`config.mk`:
```
export PLATFORM = sky130hd
export DESIGN_NAME = color_id_free_pool_unit
export DESIGN_NICKNAME = d
export VERILOG_FILES = /design/src/rtl/cidfp_pkg.sv /design/src/rtl/cidfp_ram.sv /design/src/rtl/color_id_free_pool_unit.sv
export VERILOG_INCLUDE_DIRS = /design/src /design/src/rtl
export SDC_FILE = /design/constraint.sdc
export NUM_CORES = 1
export LEC_CHECK = 0
export BUFFER_PORTS_ARGS = -buffer_cell sky130_fd_sc_hd__buf_2
export CAP_MARGIN = 20
export CORE_ASPECT_RATIO = 1.2
export CORE_UTILIZATION = 35
export CTS_CLUSTER_SIZE = 14
export DETAILED_ROUTE_END_ITERATION = 10
export HOLD_SLACK_MARGIN = 0.12
export PLACE_DENSITY_LB_ADDON = 0.12
export REMOVE_ABC_BUFFERS = 1
export SYNTH_ARGS = -nofsm -noshare
export SYNTH_HDL_FRONTEND = slang
export SYNTH_SLANG_ARGS = --single-unit
```
`constraint.sdc`:
```
create_clock -name clk -period 7.8 [get_ports clk]
set_input_delay 0.78 -clock clk [delete_from_list [all_inputs] [get_ports clk]]
set_output_delay 0.78 -clock clk [all_outputs]
set_load 0.005 [all_outputs]
```
`src/rtl/assert_macros.svh`:
```
// Assertion macros shared by the RTL.
// ASSERT_CLK_RST: checked on the rising clock edge, disabled while reset is high.
// ASSERT_CLK: checked on every rising clock edge.
`ifndef ASSERT_MACROS_SVH
`define ASSERT_MACROS_SVH

`ifndef SYNTHESIS

`define ASSERT_CLK_RST(lbl, clk_s, rst_s, prop, msg) \
  lbl: assert property (@(posedge clk_s) disable iff (rst_s) (prop)) else $error(msg);

`define ASSERT_CLK(lbl, clk_s, prop, msg) \
  lbl: assert property (@(posedge clk_s) (prop)) else $error(msg);

`else

`define ASSERT_CLK_RST(lbl, clk_s, rst_s, prop, msg)

`define ASSERT_CLK(lbl, clk_s, prop, msg)

`endif

`endif

```
`src/rtl/cidfp_pkg.sv`:
```
package cidfp_pkg;

  // Pool size at build time
  localparam int DEFAULT_MAX_COLORS = 64;

  // Field widths
  localparam int ID_W   = 7;
  localparam int CMD_W  = 2;
  localparam int APB_DW = 32;
  localparam int APB_AW = 2;

  // Register byte addresses
  localparam logic [APB_AW-1:0] REG_PALETTE_SIZE = 2'd0;

  // Command codes
  typedef enum logic [CMD_W-1:0] {
    CMD_RESTART = 2'd0,
    CMD_ALLOC   = 2'd1,
    CMD_FREE    = 2'd2,
    CMD_NOP     = 2'd3
  } cmd_t;

endpackage

```
`src/rtl/cidfp_ram.sv`:
```
module cidfp_ram #(
  parameter int WIDTH = 7,
  parameter int DEPTH = 64
) (
  input  logic                     clk,
  input  logic                     we,
  input  logic [$clog2(DEPTH)-1:0] waddr,
  input  logic [WIDTH-1:0]         wdata,
  input  logic [$clog2(DEPTH)-1:0] raddr,
  output logic [WIDTH-1:0]         rdata
);

  logic [WIDTH-1:0] mem [DEPTH];

  // One write port, one registered read port; read returns old data on a collision
  always_ff @(posedge clk) begin
    if (we) begin
      mem[waddr] <= wdata;
    end
    rdata <= mem[raddr];
  end

endmodule

```
`src/rtl/color_id_free_pool_unit.sv`:
```
// Channel   | Handshake                          | Payload
// ----------+------------------------------------+--------------------------------------
// command   | start, busy (transfer: start&!busy)| cmd, color_id
// result    | done (one-cycle strobe)            | granted_id, free_accepted, free_count
// register  | APB psel/penable/pwrite, pready=1  | paddr, pwdata, prdata (palette_size)
//
// One command per cycle; busy stays low, so a command may be issued every cycle.
// The result strobe follows the transfer through the input register, then one pass
// of logic into the result register.
// The ring of returned IDs is a RAM with a registered read; its head entry is
// prefetched at the next head address, bypassed when the previous command wrote it.
// Reset (rst, synchronous) empties the pool and clears palette_size; no clearing pass.
// The receiver cannot stall: each result is shown for exactly one cycle.
`include "assert_macros.svh"

module color_id_free_pool_unit
  import cidfp_pkg::*;
#(
  parameter int MAX_COLORS = DEFAULT_MAX_COLORS
) (
  input  logic              clk,
  input  logic              rst,
  // command
  input  logic              start,
  output logic              busy,
  input  logic [CMD_W-1:0]  cmd,
  input  logic [ID_W-1:0]   color_id,
  // result
  output logic              done,
  output logic [ID_W-1:0]   granted_id,
  output logic              free_accepted,
  output logic [ID_W-1:0]   free_count,
  // register port
  input  logic              psel,
  input  logic              penable,
  input  logic              pwrite,
  input  logic [APB_AW-1:0] paddr,
  input  logic [APB_DW-1:0] pwdata,
  output logic [APB_DW-1:0] prdata,
  output logic              pready
);

  localparam int IW = (MAX_COLORS > 1) ? $clog2(MAX_COLORS) : 1;
  localparam int CW = $clog2(MAX_COLORS + 1);

  localparam logic [CW+ID_W-1:0] MAX_W  = (CW+ID_W)'(MAX_COLORS);
  localparam logic [CW-1:0]      MAX_C  = CW'(MAX_COLORS);
  localparam logic [IW-1:0]      LAST_I = IW'(MAX_COLORS - 1);

  // ID (1-based) to mask / ring index
  function automatic logic [IW-1:0] id_to_idx(input logic [ID_W-1:0] id);
    logic [IW+ID_W-1:0] w;
    w = {{IW{1'b0}}, id - ID_W'(1)};
    return w[IW-1:0];
  endfunction

  // Register file
  logic [ID_W-1:0] palette_size;
  logic            reg_wr;

  assign pready = 1'b1;
  assign reg_wr = psel && penable && pwrite && pready;
  assign prdata = {{(APB_DW-ID_W){1'b0}}, palette_size};

  // Every paddr value decodes to the one register
  always_ff @(posedge clk) begin
    if (rst) begin
      palette_size <= '0;
    end else if (reg_wr && (paddr == REG_PALETTE_SIZE || paddr != REG_PALETTE_SIZE)) begin
      palette_size <= pwdata[ID_W-1:0];
    end
  end

  // Effective size: palette_size saturated to MAX_COLORS
  logic [CW+ID_W-1:0] ps_wide;
  logic [CW+ID_W-1:0] eff_wide;
  logic [CW-1:0]      eff_size;

  assign ps_wide  = {{CW{1'b0}}, palette_size};
  assign eff_wide = (ps_wide > MAX_W) ? MAX_W : ps_wide;
  assign eff_size = eff_wide[CW-1:0];

  // Input register
  assign busy = 1'b0;

  logic            item_valid;
  cmd_t            item_cmd;
  logic [ID_W-1:0] item_id;

  always_ff @(posedge clk) begin
    if (rst) begin
      item_valid <= 1'b0;
    end else begin
      item_valid <= start && !busy;
    end
  end

  always_ff @(posedge clk) begin
    if (start && !busy) begin
      item_cmd <= cmd_t'(cmd);
      item_id  <= color_id;
    end
  end

  // Pool state
  logic [CW-1:0]         fresh_top,  fresh_top_next;
  logic [IW-1:0]         ring_head,  ring_head_next;
  logic [CW-1:0]         ring_count, ring_count_next;
  logic [MAX_COLORS-1:0] free_mask,  free_mask_next;
  logic [MAX_COLORS-1:0] restart_mask;

  // Ring storage and head prefetch
  logic            ring_we;
  logic [IW-1:0]   ring_waddr;
  logic [ID_W-1:0] ram_rdata;
  logic [ID_W-1:0] ring_rdata;
  logic            byp_valid;
  logic [ID_W-1:0] byp_data;

  cidfp_ram #(
    .WIDTH (ID_W),
    .DEPTH (MAX_COLORS)
  ) u_ring (
    .clk   (clk),
    .we    (ring_we),
    .waddr (ring_waddr),
    .wdata (item_id),
    .raddr (ring_head_next),
    .rdata (ram_rdata)
  );

  always_ff @(posedge clk) begin
    if (rst) begin
      byp_valid <= 1'b0;
    end else begin
      byp_valid <= ring_we && (ring_waddr == ring_head_next);
    end
  end

  always_ff @(posedge clk) begin
    byp_data <= item_id;
  end

  assign ring_rdata = byp_valid ? byp_data : ram_rdata;

  // Tail = (head + count) mod MAX_COLORS
  logic [CW:0] tail_sum;

  always_comb begin
    tail_sum = {{(CW+1-IW){1'b0}}, ring_head} + {1'b0, ring_count};
    if (tail_sum >= {1'b0, MAX_C}) begin
      tail_sum = tail_sum - {1'b0, MAX_C};
    end
    ring_waddr = tail_sum[IW-1:0];
  end

  // IDs 1..eff_size free after a restart
  always_comb begin
    for (int i = 0; i < MAX_COLORS; i++) begin
      restart_mask[i] = (CW'(i) < eff_size);
    end
  end

  // One pass per command
  logic [ID_W-1:0]    granted_w;
  logic               accepted_w;
  logic [CW+ID_W-1:0] fresh_wide;
  logic [CW+ID_W-1:0] id_wide;
  logic [CW+ID_W-1:0] rd_wide;
  logic [IW-1:0]      free_idx;
  logic [IW-1:0]      pop_idx;
  logic               id_ok;

  always_comb begin
    fresh_top_next  = fresh_top;
    ring_head_next  = ring_head;
    ring_count_next = ring_count;
    free_mask_next  = free_mask;
    granted_w       = '0;
    accepted_w      = 1'b0;
    ring_we         = 1'b0;

    fresh_wide = {{ID_W{1'b0}}, fresh_top};
    id_wide    = {{CW{1'b0}}, item_id};
    rd_wide    = {{CW{1'b0}}, ring_rdata};
    free_idx   = id_to_idx(item_id);
    pop_idx    = id_to_idx(ring_rdata);
    id_ok      = (item_id != '0) && (id_wide <= {{ID_W{1'b0}}, eff_size});

    if (item_valid) begin
      case (item_cmd)
        CMD_RESTART: begin
          free_mask_next  = restart_mask;
          fresh_top_next  = eff_size;
          ring_head_next  = '0;
          ring_count_next = '0;
        end
        CMD_ALLOC: begin
          if (fresh_top != '0) begin
            // never-issued IDs first, from the top down
            granted_w      = fresh_wide[ID_W-1:0];
            fresh_top_next = fresh_top - CW'(1);
            free_mask_next[id_to_idx(fresh_wide[ID_W-1:0])] = 1'b0;
          end else if (ring_count != '0) begin
            // then returned IDs, oldest first
            granted_w       = ring_rdata;
            ring_head_next  = (ring_head == LAST_I) ? '0 : ring_head + IW'(1);
            ring_count_next = ring_count - CW'(1);
            if (ring_rdata != '0 && rd_wide <= MAX_W) begin
              free_mask_next[pop_idx] = 1'b0;
            end
          end
        end
        CMD_FREE: begin
          if (id_ok && !free_mask[free_idx] && ring_count < MAX_C) begin
            ring_we                  = 1'b1;
            ring_count_next          = ring_count + CW'(1);
            free_mask_next[free_idx] = 1'b1;
            accepted_w               = 1'b1;
          end
        end
        default: begin
        end
      endcase
    end
  end

  always_ff @(posedge clk) begin
    if (rst) begin
      fresh_top  <= '0;
      ring_head  <= '0;
      ring_count <= '0;
      free_mask  <= '0;
    end else begin
      fresh_top  <= fresh_top_next;
      ring_head  <= ring_head_next;
      ring_count <= ring_count_next;
      free_mask  <= free_mask_next;
    end
  end

  // Result register
  logic [CW+ID_W:0] count_sum;

  assign count_sum = {{(ID_W+1){1'b0}}, fresh_top_next}
                   + {{(ID_W+1){1'b0}}, ring_count_next};

  always_ff @(posedge clk) begin
    if (rst) begin
      done <= 1'b0;
    end else begin
      done <= item_valid;
    end
  end

  always_ff @(posedge clk) begin
    granted_id    <= granted_w;
    free_accepted <= accepted_w;
    free_count    <= count_sum[ID_W-1:0];
  end

  // Checks
  `ASSERT_CLK_RST(a_item_gives_result, clk, rst, item_valid |=> done, "command gave no result")
  `ASSERT_CLK_RST(a_grant_only_on_done, clk, rst, (granted_id != '0) |-> done, "grant outside result")
  `ASSERT_CLK_RST(a_accept_only_on_done, clk, rst, free_accepted |-> done, "accept outside result")
  `ASSERT_CLK_RST(a_pool_bounded, clk, rst, ({1'b0, fresh_top} + {1'b0, ring_count}) <= {1'b0, MAX_C}, "pool holds more IDs than exist")
  `ASSERT_CLK_RST(a_no_grant_and_accept, clk, rst, !(free_accepted && (granted_id != '0)), "grant and accept together")

endmodule
```
==> reports/metrics.cfg <==
[outcome]
status=complete, no violations

[placement]
io_buffers=44
dpl_cell_area_sq_um=28990
routabilityCongestion=0.9493
placed_cells=3589
dp_hpwl_microns=61950

[setup_path]
critPathCaptureType=register
reg2reg_slack_ps=2090
start_kind=register
r2r_cells=21
cp.arrival_ps=6280
r2r-start=item_id[0]
slowest_stage=xor2_1
slowest_delay_ps=600
r2r-end=free_count[6]
path_cells=inv_2, ha_1, nor3b_2, xor2_1, nor3_1, nor4b_1, nor4b_4, nand2_2, a21oi_1, o211ai_1, o21a_1, ha_1, inv_1, fa_1, inv_1, a21oi_1, o21bai_1, a21o_1, a21oi_1, xor2_1, xnor2_1
worst_ep_required_time_ps=8370
worstPathMaxFanout=16
cpMostUsedCell=a21oi_1
path_class=register to register

[clock_network]
cts_buffers=59
cts.clk_slew.worst_paths_ps=60
post_cts_buffers=0
htreeDepth=2
hold_buffers=0
cts_tree=yes
cts_sinks=580
cts-root-buf=clkbuf_16
clock_path_buffers=3
clock_insertion_delay_worst_skew_ps=650
post_cts_resized=0

[logic_synthesis]
netlist_top_cells_area=edfxtp_1 (49%), dfxtp_1 (8.8%), nand2_1 (4.8%)
synth_cell_types=83
synth-edff-count=457
syn_area_sq_um=27890
ys_ff_latch=580
syn-mean-instance-area_sq_um=10.56
synth.top_cell.area_share_pct=49.21
synthCells=2641
async_reset_ff_share_pct=0
ys_seq_area_share_pct=58.03
yosys_most_used_dff=edfxtp_1
synth_top_cell_by_area=edfxtp_1
yosysWarnings=0

[power]
pwr-share-seq_pct=50.6
vdd.ir_drop.worst_mv=0.2103
clkPwrFrac_pct=42.6
p_comb_share_pct=6.8
p_leak_nw=10.49
switchingPower_mw=1.606
internal-power_mw=5.145
switching_share_pct=23.79
p_per_area_nw_per_um2=217.9

[routing]
wl_met1_microns=39170
wl_met3_microns=4977
first_iter_violations=1775
num_vias=21330
dr.pass1.iters=6
wl_met2_microns=45560
ant_nets=0
top_layer=met5
wl_per_cell_microns=25.72
viasPerCell=5.765
drc=0
routed_wirelength_microns=95150

[sta]
worst_hold_slack_ps=313.0
rsz0062_at_grt=false
fin_crit_sh_pct=73.23
max-slew-margin-rel_pct=22.10
worst_pin_slew_ps=1162
setup_viol=0
fmax_mhz=175.1
layout_min_cycle_time_ps=5712
hold_viol=0
finalClockSkew_ps=30.45
slew_viol_final=0
fin_setup_tns_ps=0

[floorplanning]
row_count=113
fp.dieW_microns=259.7
die_area_sq_um=80820
design.core.area_sq_um=79030
die_h_microns=311.2
initial_core_util_pct=35.29
io-pin-count=99

[final_layout]
n_fill_cell=7576
fin_cells=3699
area_growth_pct=11.09
drive_gt1_share_pct=10.14
design_area_sq_um=30980
layout.nets=2699

[grt]
antenna_found_initial=1
grt_use_total_pct=23.12
grt_pass1_vias=20420
overflow=0
grt_max_degree=80
grt_pass1_wl_microns=139000

[worst_hold_path]
whs_endpoint=item_id[5]
whs_path_depth=1
min_path_type=input port to register
min_from=color_id[5]

[job]
maxCapViolCount=0

## worst max-delay path: cells and delay by family (launching register included)
| kind | cells | cell delay (ps) |
|---|---|---|
| buf+inv | 3 | 430 |
| simple gates | 5 | 1780 |
| fa+ha+maj | 3 | 830 |
| flops | 1 | 430 |
| compound gates | 7 | 1200 |
| xor+xnor | 3 | 960 |
## how the worst max path moves through the flow
stage / startpoint / endpoint / cells past startpoint
floorplan: item_cmd[1] / u_ring.rdata[4] / 11
global placement: fresh_top[0] / u_ring.rdata[5] / 12
detailed placement: item_id[0] / free_count[6] / 21
CTS: item_id[0] / free_count[6] / 21
global route: item_id[0] / free_count[6] / 21
finish: item_id[0] / free_count[6] / 21
## metrics by stage
step	power, mW	util (%)	setup WS (ps)
floorplan	3.733	-	-472.3
global placement	3.923	36.66	2066
detailed placement	3.931	36.68	2100
CTS	6.812	39.13	2058
global route	6.950	39.20	1795
finish	6.752	39.20	2088
## layout by cell type, fill, tap and decap left out, types with 38 or more instances in the layout
cell       instances
a211oi_1          82
a21oi_1          188
and3_1           115
buf_2             44
buf_4             59
clkbuf_16         60
dfxtp_1          123
edfxtp_1         457
inv_1             38
nand2_1          356
nand3_1           58
nor2_1           226
nor3_1            62
o21ai_0          192
## sequential cells by signal, indices dropped and copies added, names as in the netlist, 7 cells and up
register	count
granted_id	7
ring_count	7
free_mask	64
palette_size	7
u_ring.rdata	7
u_ring.mem	448
item_id	7
byp_data	7
free_count	7
fresh_top	7
## layout make-up
| class | count | area, sq um | share of cell area [%] |
|---|---|---|---|
| antenna | 1 | 2.502 | 0.008077 |
| clock buffer | 74 | 1589 | 5.129 |
| clock inverter | 30 | 345.3 | 1.115 |
| inverter | 40 | 150.1 | 0.4846 |
| multi-input combinational | 1831 | 10700 | 34.53 |
| sequential | 580 | 16190 | 52.24 |
| tap | 1035 | 1295 | 4.180 |
| timing repair buffer | 108 | 716.9 | 2.314 |
## synthesized netlist by cell type (16+ instances only)
library cell and n:
edfxtp_1 457, and3_1 115, nor3_1 64, a21oi_1 188
o22ai_1 16, xnor2_1 25, nor2b_1 23, clkbuf_1 118
a21o_1 25, a311oi_1 25, nand3_1 58, dfxtp_1 123
buf_4 33, nand4_1 16, ha_1 28, a31oi_1 26
o21ai_0 193, nor2_1 227, mux2i_1 23, nor4_1 20
a32oi_1 22, a31o_2 22, a211oi_1 82, o221ai_1 32
buf_2 48, inv_1 38, nand2_1 358
## power groups by stage
| stage | Clock [mW] | Combinational [mW] | Sequential, mW |
|---|---|---|---|
| 2_1_floorplan | 0 | 0.232 | 3.50 |
| 3_3_place_gp | 0 | 0.442 | 3.48 |
| 3_5_place_dp | 0 | 0.450 | 3.48 |
| 4_1_cts | 2.95 | 0.451 | 3.42 |
| 5_1_grt | 3.04 | 0.492 | 3.42 |
| 6_report | 2.88 | 0.457 | 3.42 |
## cell families (layout without fill, tap and decap cells)
logic type               after synthesis  in the layout  synth area share [%]
flip-flops                           580            580                 58.03
XOR/XNOR                              35             35                 1.126
multiplexers                          40             40                 1.916
buffers and inverters                255            252                 4.177
adder cells (fa/ha/maj)               30             30                 1.400
other                                  2             28               0.02693
AO/OA/AOI/OAI                        739            739                 17.20
AND/OR/NAND/NOR                      960            960                 16.12
## routing by layer
metal  vias to the layer above  track usage (%)
li1                       9817                -
met1                     10510            29.61
met2                       771            38.18
met3                       228            2.990
met4                         2            11.64
met5                         -                0
Note: power is estimated with default switching activity, not from simulation.
